**config.mk**
```make
export PLATFORM = sky130hd
export DESIGN_NAME = accel_motion_stillness_detector_top
export DESIGN_NICKNAME = d
export VERILOG_FILES = /design/src/rtl/core/amsd_pkg.sv /design/src/rtl/core/amsd_lane.sv /design/src/rtl/core/amsd_merge.sv /design/src/rtl/core/accel_motion_stillness_detector_top.sv
export SDC_FILE = /design/constraint.sdc
export NUM_CORES = 1
export LEC_CHECK = 0
export ABC_CLOCK_PERIOD_IN_PS = 26800
export BUFFER_PORTS_ARGS = -buffer_cell sky130_fd_sc_hd__buf_2
export CORE_UTILIZATION = 65
export CTS_CLUSTER_SIZE = 12
export DETAILED_ROUTE_END_ITERATION = 12
export GPL_TIMING_DRIVEN = 0
export PLACE_DENSITY = 0.86
export SYNTH_ARGS = -nofsm -noshare
export SYNTH_HDL_FRONTEND = slang
export SYNTH_SLANG_ARGS = --single-unit
```
**constraint.sdc**
```tcl
create_clock -name aclk -period 26.8 [get_ports aclk]
set_clock_uncertainty 0.05 [all_clocks]
set_input_delay 8.04 -clock aclk [delete_from_list [all_inputs] [get_ports aclk]]
set_output_delay 8.04 -clock aclk [all_outputs]
set_load 0.01 [all_outputs]
```
**src/rtl/core/amsd_pkg.sv**
```systemverilog
`timescale 1ns / 1ps
// Shared constants and types for the motion / stillness detector.
// No dependencies; imported by the lane, the merge stage and the top level.
package amsd_pkg;

    // Widths fixed by the register map
    localparam int INTERVAL_W = 16;
    localparam int THR_W      = 18;
    localparam int QUIET_W    = 32;

    // Register indexes; the byte address is four times the index
    typedef enum logic [1:0] {
        REG_ENABLE   = 2'd0,
        REG_INTERVAL = 2'd1,
        REG_THRESH   = 2'd2,
        REG_QUIET    = 2'd3
    } reg_idx_t;

    // Verdict of the merge stage, handed back to the top level
    typedef struct packed {
        logic over_thr;   // summed change reached the threshold
        logic first_good; // no previous sample held yet
    } amsd_verdict_t;

endpackage

```
**src/rtl/core/amsd_lane.sv**
```systemverilog
`timescale 1ns / 1ps
// One axis lane: absolute difference of the current and the previous sample.
// Depends on amsd_pkg only for house consistency of widths.
module amsd_lane #(
    parameter int SAMPLE_BITS = 16
) (
    input  logic signed [SAMPLE_BITS-1:0] cur,
    input  logic signed [SAMPLE_BITS-1:0] prev,
    output logic        [SAMPLE_BITS-1:0] mag
);
    import amsd_pkg::*;

    logic signed [SAMPLE_BITS:0] diff;

    // Subtract at one extra bit, then fold the sign
    always_comb begin
        diff = {cur[SAMPLE_BITS-1], cur} - {prev[SAMPLE_BITS-1], prev};
        if (diff[SAMPLE_BITS]) begin
            mag = SAMPLE_BITS'(-diff);
        end else begin
            mag = diff[SAMPLE_BITS-1:0];
        end
    end

endmodule

```
**src/rtl/core/amsd_merge.sv**
```systemverilog
`timescale 1ns / 1ps
// Merge stage: sums the three lane magnitudes and compares with the threshold.
// Depends on amsd_pkg for THR_W and amsd_verdict_t.
module amsd_merge #(
    parameter int SAMPLE_BITS = 16
) (
    input  logic [SAMPLE_BITS-1:0]     mag_x,
    input  logic [SAMPLE_BITS-1:0]     mag_y,
    input  logic [SAMPLE_BITS-1:0]     mag_z,
    input  logic [amsd_pkg::THR_W-1:0] threshold,
    input  logic                       have_sample,
    output amsd_pkg::amsd_verdict_t    verdict
);
    import amsd_pkg::*;

    localparam int SUM_W = SAMPLE_BITS + 2;

    logic [SUM_W-1:0] sum;

    // Add the lanes and test against the threshold
    always_comb begin
        sum = SUM_W'(mag_x) + SUM_W'(mag_y) + SUM_W'(mag_z);
        verdict.over_thr   = THR_W'(sum) >= threshold;
        verdict.first_good = !have_sample;
    end

endmodule

```
**src/rtl/core/accel_motion_stillness_detector_top.sv**
```systemverilog
`timescale 1ns / 1ps
// Motion / stillness detector top level: APB registers, three axis lanes,
// merge stage, timing state and a one-word output register.
// The result word is registered: it is valid in the cycle after the input word is accepted.
// Throughput: one word per cycle while m_ready holds; the output register lets a new word in
// while the previous result is taken in the same cycle.
// Reset (aresetn low, synchronous) restores register defaults and clears state.
module accel_motion_stillness_detector_top #(
    parameter int TIME_BITS   = 32,
    parameter int SAMPLE_BITS = 16
) (
    input  logic        aclk,
    input  logic        aresetn,
    // configuration
    input  logic        psel,
    input  logic        penable,
    input  logic        pwrite,
    input  logic [3:0]  paddr,
    input  logic [31:0] pwdata,
    output logic [31:0] prdata,
    output logic        pready,
    // input words
    input  logic               s_valid,
    output logic               s_ready,
    input  logic [31:0]        s_now_ms,
    input  logic               s_read_ok,
    input  logic signed [15:0] s_accel_x,
    input  logic signed [15:0] s_accel_y,
    input  logic signed [15:0] s_accel_z,
    // result words
    output logic        m_valid,
    input  logic        m_ready,
    output logic        m_sample_taken,
    output logic        m_moving,
    output logic        m_still
);
    import amsd_pkg::*;

    localparam int CMP_W = (TIME_BITS > QUIET_W) ? TIME_BITS : QUIET_W;

    // configuration registers
    logic                  enable_reg;
    logic [INTERVAL_W-1:0] interval_reg;
    logic [THR_W-1:0]      thresh_reg;
    logic [QUIET_W-1:0]    quiet_reg;

    // detector state
    logic [TIME_BITS-1:0]          last_sample_reg, last_sample_next;
    logic [TIME_BITS-1:0]          last_motion_reg, last_motion_next;
    logic                          have_sample_reg, have_sample_next;
    logic signed [SAMPLE_BITS-1:0] prev_x_reg, prev_y_reg, prev_z_reg;

    // output register
    logic m_valid_reg, taken_reg, moving_reg, still_reg;

    logic                          accept, cfg_wr;
    reg_idx_t                      wr_idx;
    logic [CMP_W-1:0]              now_w;
    logic [TIME_BITS-1:0]          now_t;
    logic signed [SAMPLE_BITS-1:0] cur_x, cur_y, cur_z;
    logic [SAMPLE_BITS-1:0]        mag_x, mag_y, mag_z;
    amsd_verdict_t                 verdict;
    logic                          take, good, moving_c, motion_upd;
    logic                          quiet_old, still_c;

    // APB: always ready, write on the access phase
    assign pready = 1'b1;
    assign cfg_wr = psel && penable && pwrite;
    assign wr_idx = reg_idx_t'(paddr[3:2]);

    always_comb begin
        unique case (reg_idx_t'(paddr[3:2]))
            REG_ENABLE:   prdata = 32'(enable_reg);
            REG_INTERVAL: prdata = 32'(interval_reg);
            REG_THRESH:   prdata = 32'(thresh_reg);
            REG_QUIET:    prdata = quiet_reg;
            default:      prdata = '0;
        endcase
    end

    always_ff @(posedge aclk) begin
        if (!aresetn) begin
            enable_reg   <= 1'b0;
            interval_reg <= INTERVAL_W'(8);
            thresh_reg   <= THR_W'(512);
            quiet_reg    <= QUIET_W'(60000);
        end else if (cfg_wr) begin
            unique case (wr_idx)
                REG_ENABLE:   enable_reg   <= pwdata[0];
                REG_INTERVAL: interval_reg <= pwdata[INTERVAL_W-1:0];
                REG_THRESH:   thresh_reg   <= pwdata[THR_W-1:0];
                REG_QUIET:    quiet_reg    <= pwdata[QUIET_W-1:0];
                default: ;
            endcase
        end
    end

    // handshake: output register parts the two sides
    assign s_ready = !m_valid_reg || m_ready;
    assign accept  = s_valid && s_ready;

    // trim the timestamp and the samples to the configured widths
    assign now_w = CMP_W'(s_now_ms);
    assign now_t = now_w[TIME_BITS-1:0];
    assign cur_x = s_accel_x[SAMPLE_BITS-1:0];
    assign cur_y = s_accel_y[SAMPLE_BITS-1:0];
    assign cur_z = s_accel_z[SAMPLE_BITS-1:0];

    // axis lanes
    amsd_lane #(.SAMPLE_BITS(SAMPLE_BITS)) u_lane_x (
        .cur(cur_x), .prev(prev_x_reg), .mag(mag_x)
    );
    amsd_lane #(.SAMPLE_BITS(SAMPLE_BITS)) u_lane_y (
        .cur(cur_y), .prev(prev_y_reg), .mag(mag_y)
    );
    amsd_lane #(.SAMPLE_BITS(SAMPLE_BITS)) u_lane_z (
        .cur(cur_z), .prev(prev_z_reg), .mag(mag_z)
    );

    amsd_merge #(.SAMPLE_BITS(SAMPLE_BITS)) u_merge (
        .mag_x(mag_x), .mag_y(mag_y), .mag_z(mag_z),
        .threshold(thresh_reg),
        .have_sample(have_sample_reg),
        .verdict(verdict)
    );

    // decide sampling, motion and stillness for the current word
    always_comb begin
        take = enable_reg &&
               (CMP_W'(TIME_BITS'(now_t - last_sample_reg)) >= CMP_W'(interval_reg));
        good       = take && s_read_ok;
        moving_c   = good && !verdict.first_good && verdict.over_thr;
        motion_upd = good && (verdict.first_good || verdict.over_thr);

        last_sample_next = take ? now_t : last_sample_reg;
        last_motion_next = motion_upd ? now_t : last_motion_reg;
        have_sample_next = have_sample_reg || good;

        // a fresh motion stamp leaves zero elapsed time
        quiet_old = CMP_W'(TIME_BITS'(now_t - last_motion_reg)) >= CMP_W'(quiet_reg);
        still_c   = enable_reg && have_sample_next &&
                    (motion_upd ? (quiet_reg == '0) : quiet_old);
    end

    // advance detector state on each accepted word
    always_ff @(posedge aclk) begin
        if (!aresetn) begin
            last_sample_reg <= '0;
            last_motion_reg <= '0;
            have_sample_reg <= 1'b0;
            prev_x_reg      <= '0;
            prev_y_reg      <= '0;
            prev_z_reg      <= '0;
        end else if (accept) begin
            last_sample_reg <= last_sample_next;
            last_motion_reg <= last_motion_next;
            have_sample_reg <= have_sample_next;
            if (good) begin
                prev_x_reg <= cur_x;
                prev_y_reg <= cur_y;
                prev_z_reg <= cur_z;
            end
        end
    end

    // hold the result word until taken
    always_ff @(posedge aclk) begin
        if (!aresetn) begin
            m_valid_reg <= 1'b0;
        end else if (accept) begin
            m_valid_reg <= 1'b1;
        end else if (m_ready) begin
            m_valid_reg <= 1'b0;
        end
    end

    always_ff @(posedge aclk) begin
        if (accept) begin
            taken_reg  <= take;
            moving_reg <= moving_c;
            still_reg  <= still_c;
        end
    end

    assign m_valid        = m_valid_reg;
    assign m_sample_taken = taken_reg;
    assign m_moving       = moving_reg;
    assign m_still        = still_reg;

    // checks
    a_moving_needs_taken: assert property (@(posedge aclk) disable iff (!aresetn)
        m_valid_reg && moving_reg |-> taken_reg)
        else $error("moving reported without a sample taken");

    a_accept_fills_output: assert property (@(posedge aclk) disable iff (!aresetn)
        accept |=> m_valid_reg)
        else $error("accepted word left no result");

    a_disabled_quiet: assert property (@(posedge aclk) disable iff (!aresetn)
        accept && !enable_reg |=> !taken_reg && !still_reg && !moving_reg)
        else $error("disabled detector reported activity");

    a_good_sets_have: assert property (@(posedge aclk) disable iff (!aresetn)
        accept && good |=> have_sample_reg)
        else $error("good sample did not mark a held sample");

    a_still_needs_sample: assert property (@(posedge aclk) disable iff (!aresetn)
        accept && still_c |=> have_sample_reg)
        else $error("still reported with no sample held");

endmodule
```
==> results of run 1 <==
## synthesized netlist by cell type (4+ instances only)
library cell,count,area [um2]
a2111oi_0,5,43.79
a211o_1,9,78.83
a211oi_1,8,60.06
a21boi_0,64,480.5
a21o_1,52,390.4
a21oi_1,133,665.6
a22o_1,15,131.4
a31o_2,9,78.83
a31oi_1,19,118.9
and2_1,9,56.30
and3_1,19,118.9
and4_1,4,35.03
buf_2,12,60.06
clkbuf_1,60,225.2
dfxtp_1,181,3623
fa_1,7,140.1
ha_1,211,2640
inv_1,225,844.6
mux2i_1,117,1171
nand2_1,401,1505
nand2b_1,25,156.4
nand3_1,33,165.2
nand4_1,19,118.9
nor2_1,78,292.8
nor2b_1,24,150.1
nor3_1,30,150.1
nor3b_1,5,37.54
nor4_1,11,68.82
o211ai_1,18,135.1
o21a_1,22,165.2
o21ai_0,79,395.4
o21bai_1,14,105.1
o22ai_1,5,31.28
o31a_1,5,43.79
o31ai_1,10,75.07
or2_2,8,50.05
or3_1,13,81.33
or4_1,6,45.04
xnor2_1,104,910.9
xor2_1,56,490.5
## per-layer routing
layer  global-route usage [%]  up-vias  wire length (um)  share of wire, %
met5                        0        -                13             0.028
met4                    22.08        2              2716               5.8
met3                    4.009      159              2226               4.7
met2                    63.81      527             22730                48
met1                    40.59     7349             19330                41
li1                         -     7877                 -                 -
## worst max-delay path: cells and delay by family
| family | cells | cell delay, ps |
|---|---|---|
| AND/OR/NAND/NOR | 1 | 100 |
| AO/OA/AOI/OAI | 2 | 380 |
| buffers and inverters | 4 | 1280 |
## cells in the final DEF (no fill, tap or decap), types with 56 or more instances in the layout
master	netlist	layout
a21boi_0	64	64
a21oi_1	133	133
buf_2	12	169
clkbuf_1	60	62
dfxtp_1	181	181
ha_1	211	211
inv_1	225	225
mux2i_1	117	117
nand2_1	401	401
nor2_1	78	78
o21ai_0	79	79
xnor2_1	104	104
xor2_1	56	56
## path summary, 6_finish.rpt
check                                            to  slack (ps)  cells past startpoint
worst max-delay path                      prdata[3]        8900                      7
worst min-delay path            last_sample_reg[15]         410                      2
worst max register to register   last_motion_reg[7]       17210                     39
worst min register to register  last_sample_reg[15]         410                      2
## kinds of logic (layout without fill, tap and decap cells)
kind of cell / after synthesis / in the layout
xor+xnor: 160 / 160
buf+inv: 300 / 489
fa+ha+maj: 218 / 218
simple gates: 693 / 693
other cells: 1 / 5
compound gates: 500 / 500
mux: 121 / 121
flops: 184 / 184
## area by class of cell
cell class | count | share of cell area [%]
sequential | 184 | 20.11
inverter | 225 | 4.573
tap | 330 | 2.236
antenna | 4 | 0.05420
clock inverter | 11 | 0.5217
buffer | 75 | 1.707
multi-input combinational | 1693 | 64.05
timing repair buffer | 157 | 4.255
clock buffer | 21 | 2.493
## power groups by stage
stage	logic [uW]	clock network (uW)	registers, uW
floorplan	370	0	284
global placement	454	0	284
detailed placement	484	0	284
CTS	489	249	278
global route	549	260	278
finish	494	247	278
## per-stage QoR
step	area, um2	total power, uW	instances	utilization, %
5_1_grt	18460	1087	2698	73.32
4_1_cts	18460	1015	2696	73.30
3_5_place_dp	17900	767.6	2664	71.09
6_report	18470	1019	2700	73.34
3_3_place_gp	17900	737.5	2664	71.09
2_1_floorplan	16700	654.0	2177	-
==> impl_metrics.tcl, run 1 <==
set metrics [dict create \
    ir_drop_uv 43.95 \
    antenna_left 0 \
    hpwl_um 38330 \
    drtPass1Iterations 5 \
    hp-class "flop to flop" \
    internal-power_uw 628.8 \
    fp.dieH_um 162.3 \
    cts_made_buffers 17 \
    multiInputGateArea_mm2 0.01183 \
    crit_start "paddr[2]" \
    power_frac_comb_pct 48.5 \
    fin_crit_sh_pct 66.79 \
    async_reset_ff_share_pct 0 \
    maxSlewHeadroom_pct 32.71 \
    wl_um 47020 \
    cts_max_path_buffers 2 \
    power.share.sequential_pct 27.3 \
    tns_ps 0 \
    drive_above_1_share_pct 9.763 \
    synth.ff_latch_count 184 \
    path_max_fanout 10 \
    critPathKind "primary input to output port" \
    final-hold-violation-count 0 \
    synth-compound-area-share_pct 19.90 \
    tritoncts "yes" \
    setup_ws_ps 8900 \
    post_cts_resize_count 0 \
    cpPeakStageDelay_ps 500 \
    tightest_slew_ps 1000 \
    path_cells "buf_2 -> clkbuf_1 -> clkbuf_1 -> nand2_1 -> o21ai_0 -> a22o_1 -> buf_2" \
    hold_slack_ps 406.1 \
    gp_congestion 0.9727 \
    areaGrowthSynthToFinish_pct 10.57 \
    synthCells 2177 \
    run_status "finished, final reports clean" \
    post_drt_wl_per_cell_um 17.41 \
    worstPathRequired_ps 18710 \
    drc 0 \
    synth_mux_area_share_pct 7.349 \
    syn-cell-area_mm2 0.01670 \
    slowest_stage "clkbuf_1" \
    clk_pin_slew_ps 60 \
    final_nets 2695 \
    core_mm2 0.02518 \
    fill_cells 2008 \
    rr_startpoint "prev_y_reg[0]" \
    num_rows 58 \
    start_util_pct 66.33 \
    cts.sinks 184 \
    cp-end-kind "output port" \
    synth_top_family_by_area "compound AO/OA/AOI/OAI gates" \
    vias 15910 \
    via_per_inst 5.894 \
    numPortBuffers 157 \
    p_leak_uw 0.007683 \
    post_cts_buffers 0 \
    max_freq_mhz 55.87 \
    setup_viol 0 \
    cp.arrival_ps 9810 \
    ys_warn_count 0 \
    insertion_delay_ps 440 \
    yosysUniqueCellTypes 75 \
    dp_slack_ps 8911 \
    top_level_ports 162 \
    sw_frac_of_total_pct 38.31 \
    rsz0062_at_grt "false" \
    yosysSeqAreaShare_pct 22.23 \
    p_per_area_mw_per_mm2 55.19 \
    worst_hold_startpoint "last_sample_reg[15]" \
    groute.usage.overall_pct 35.75 \
    clockRootBuffer "clkbuf_16" \
    hold_buffers 0 \
    die_w_um 162.3 \
    drtIter0Drc 1130 \
    syn_avg_cell_area_um2 7.672 \
    synthAdderAreaFrac_pct 16.65 \
    regArea_mm2 0.003714 \
    grt_pass1_wl_um 74530 \
    drv_slew 0 \
    synth_xor_area_share_pct 8.390 \
    synth_ff_type "dfxtp_1" \
    synth_edf_count 3 \
    synthSimpleGateAreaFrac_pct 18.52 \
    grt_pass1_vias 15540 \
    grt_max_degree 17 \
    period_minus_slack_ps 17900 \
    synth_fp_nets 2519 \
    startpoint_type "primary input" \
    antenna_found_initial 4 \
    p_switching_uw 390.5 \
    gr-total-overflow 0 \
    dieArea_mm2 0.02634 \
    max_cap_violations 0 \
    ctsHtreeMaxLevel 4 \
    clkPwrFrac_pct 24.3 \
]
No activity file was read; power rests on OpenSTA's default activity.
==> run 2: changes to the inputs <==
--- a/config.mk
+++ b/config.mk
@@ -5,13 +5,14 @@
 export SDC_FILE = /design/constraint.sdc
 export NUM_CORES = 1
 export LEC_CHECK = 0
-export ABC_CLOCK_PERIOD_IN_PS = 26800
+export ABC_AREA = 1
+export ABC_CLOCK_PERIOD_IN_PS = 14400
 export BUFFER_PORTS_ARGS = -buffer_cell sky130_fd_sc_hd__buf_2
-export CORE_UTILIZATION = 65
+export CORE_UTILIZATION = 56
 export CTS_CLUSTER_SIZE = 12
 export DETAILED_ROUTE_END_ITERATION = 12
 export GPL_TIMING_DRIVEN = 0
-export PLACE_DENSITY = 0.86
+export PLACE_DENSITY = 0.79
 export SYNTH_ARGS = -nofsm -noshare
 export SYNTH_HDL_FRONTEND = slang
 export SYNTH_SLANG_ARGS = --single-unit
==> constraint.sdc (replaced) <==
create_clock -name aclk -period 14.4 [get_ports aclk]
set_clock_uncertainty 0.05 [all_clocks]
set_input_delay 4.32 -clock aclk [delete_from_list [all_inputs] [get_ports aclk]]
set_output_delay 4.32 -clock aclk [all_outputs]
set_load 0.01 [all_outputs]
==> impl_metrics.tcl, run 2 <==
set metrics [dict create \
    areaGrowthSynthToFinish_pct 10.48 \
    ir_drop_uv 94.38 \
    grt_pass1_wl_um 85560 \
    wl_um 52990 \
    num_rows 65 \
    cts_max_path_buffers 2 \
    drtIter0Drc 1114 \
    yosysSeqAreaShare_pct 20.70 \
    r2r_end "last_motion_reg[12]" \
    use_met3_pct 4.374 \
    synth_common_cells "677 x nand2_1, 510 x inv_1, 311 x nor2_1" \
    antenna_left 0 \
    synth_fp_nets 3207 \
    cp-end-kind "flop" \
    grt_max_degree 17 \
    synthTopCellsByArea "dfxtp_1 20%, ha_1 15%, nand2_1 14%, inv_1 11%, a21oi_1 7.0%" \
    worstPathRequired_ps 14730 \
    clk_pin_slew_ps 70 \
    synth_ff_type "dfxtp_1" \
    power.share.sequential_pct 24.0 \
    tightest_slew_ps 1235 \
    regArea_mm2 0.003714 \
    drc 0 \
    gp_congestion 0.9881 \
    met1_usage_pct 35.34 \
    ys_warn_count 0 \
    sw_frac_of_total_pct 43.00 \
    slowest_stage "fa_1" \
    fin_crit_sh_pct 77.82 \
    fill_cells 3011 \
    core_mm2 0.03156 \
    clockRootBuffer "clkbuf_16" \
    synth.most_common_cell "nand2_1" \
    top_level_ports 162 \
    async_reset_ff_share_pct 0 \
    drive_above_1_share_pct 8.284 \
    synth_top_cell_area_share_pct 20.20 \
    rr_worst_depth 43 \
    post_cts_buffers 0 \
    fp.dieH_um 181.0 \
    dieArea_mm2 0.03276 \
    max_cap_violations 0 \
    hp-class "flop to flop" \
    max_freq_mhz 89.24 \
    final_nets 3383 \
    cp.arrival_ps 11540 \
    clkPwrFrac_pct 22.0 \
    power_uw 2170 \
    setup_viol 0 \
    post_cts_resize_count 0 \
    worst_hold_startpoint "last_sample_reg[19]" \
    met2_usage_pct 61.53 \
    ctsHtreeMaxLevel 4 \
    final-hold-violation-count 0 \
    cpPeakStageDelay_ps 410 \
    p_per_area_mw_per_mm2 109.5 \
    critPathKind "primary input to flop" \
    tns_ps 0 \
    path_max_fanout 10 \
    yosysTopAreaCell "dfxtp_1" \
    numPortBuffers 157 \
    cts_made_buffers 17 \
    groute.usage.overall_pct 32.54 \
    utilization_pct 62.81 \
    startpoint_type "primary input" \
    multiInputGateArea_mm2 0.01192 \
    syn-cell-area_mm2 0.01794 \
    tritoncts "yes" \
    hold_buffers 0 \
    maxSlewHeadroom_pct 17.68 \
    rr_startpoint "prev_x_reg[0]" \
    syn_avg_cell_area_um2 6.262 \
    hpwl_um 44010 \
    critPathCapture "last_motion_reg[12]" \
    antenna_found_initial 6 \
    gr-total-overflow 0 \
    drv_slew 0 \
    synth.ff_latch_count 184 \
    post_drt_wl_per_cell_um 15.32 \
    rsz0062_at_grt "false" \
    busiest_layer "met2" \
    synthCells 2865 \
    internal-power_uw 1237 \
    power_frac_comb_pct 54.0 \
    yosysUniqueCellTypes 54 \
    rrSetupSlack_ps 6880 \
    run_status "finished, final reports clean" \
    final_cell_mix "677 x nand2_1, 510 x inv_1, 311 x nor2_1" \
    cts.sinks 184 \
    drtPass1Iterations 6 \
    die_w_um 181.0 \
    p_leak_uw 0.01002 \
    via_per_inst 5.348 \
    start_util_pct 56.86 \
    vias 18500 \
    p_switching_uw 932.9 \
    period_minus_slack_ps 11210 \
    final_common_cell "nand2_1" \
    crit_start "s_accel_x[0]" \
    insertion_delay_ps 460 \
    grt_pass1_vias 17870 \
    synth_edf_count 3 \
]
run 2: cell count changes after synthesis, sizes merged, moves of 36 or more:
cell    previous run  this run
a21boi            64         4
a21o              52        16
a21oi            134       252
inv              225       517
mux2i            117         2
nand2            402       682
nand3             33       162
nor2              78       326
o21ai             80       124
xnor2            104        34
xor2              56       113
run 2: power by group through the flow:
| stage | Clock (uW) | Combinational, uW | Sequential (uW) |
|---|---|---|---|
| after global placement | 0 | 1110 | 532 |
| after detailed placement | 0 | 1160 | 532 |
| after CTS | 484 | 1160 | 520 |
| after global routing | 503 | 1340 | 521 |
| after floorplan | 0 | 887 | 532 |
| final | 478 | 1170 | 520 |
run 2: cell type report:
| type | instances | area share, % |
|---|---|---|
| flip-flops and latches | 184 | 18.74 |
| diodes | 3 | 0.03788 |
| inverters | 519 | 9.829 |
| multi-input cells | 2095 | 60.15 |
| repair buffers | 157 | 3.964 |
| clock buffers | 21 | 2.374 |
| plain buffers | 67 | 1.799 |
| clock inverters | 11 | 0.5681 |
| well taps | 402 | 2.538 |
run 2: routing by layer:
metal	routed length, um	vias up
met1	21590	8447
met5	34	-
met2	26910	418
met3	1980	112
li1	-	9516
met4	2474	6
run 2: worst max-delay path: cells and delay by family:
family | cells | cell delay, ps
buffers and inverters | 8 | 850
xor gates and xnor gates | 3 | 450
and+or+nand+nor | 18 | 2350
AOI/OAI and AO/OA | 11 | 1900
adders and majority gates | 5 | 1630
run 2: metrics by stage:
step | setup WS, ps | cell area, um2 | std cells | hold WS, ps
final | 3194 | 19820 | 3459 | 412.8
after global routing | 2552 | 19820 | 3457 | 427.8
after CTS | 3352 | 19810 | 3456 | 412.6
after detailed placement | 2911 | 19230 | 3424 | 402.5
after global placement | 3094 | 19230 | 3424 | 396.5
after floorplan | 4338 | 17940 | 2865 | 389.2
run 2: worst min-delay path by stage:
| stage | to | slack [ps] | cells past startpoint |
|---|---|---|---|
| 2_1_floorplan | last_sample_reg[1] | 390 | 2 |
| 3_3_place_gp | last_sample_reg[25] | 400 | 2 |
| 3_5_place_dp | last_sample_reg[21] | 400 | 2 |
| 4_1_cts | last_sample_reg[19] | 410 | 2 |
| 5_1_grt | last_sample_reg[19] | 430 | 2 |
| 6_report | last_sample_reg[19] | 410 | 2 |
run 2: cells by family after synthesis:
family                   Yosys count  synth area share (%)
flip-flops                       184                 20.70
adder cells (fa/ha/maj)          218                 15.50
XOR/XNOR                         147                 7.176
other                              1               0.02090
buffers and inverters            586                 12.85
AND/OR/NAND/NOR                 1260                 29.12
AO/OA/AOI/OAI                    467                 14.53
multiplexers                       2                0.1116
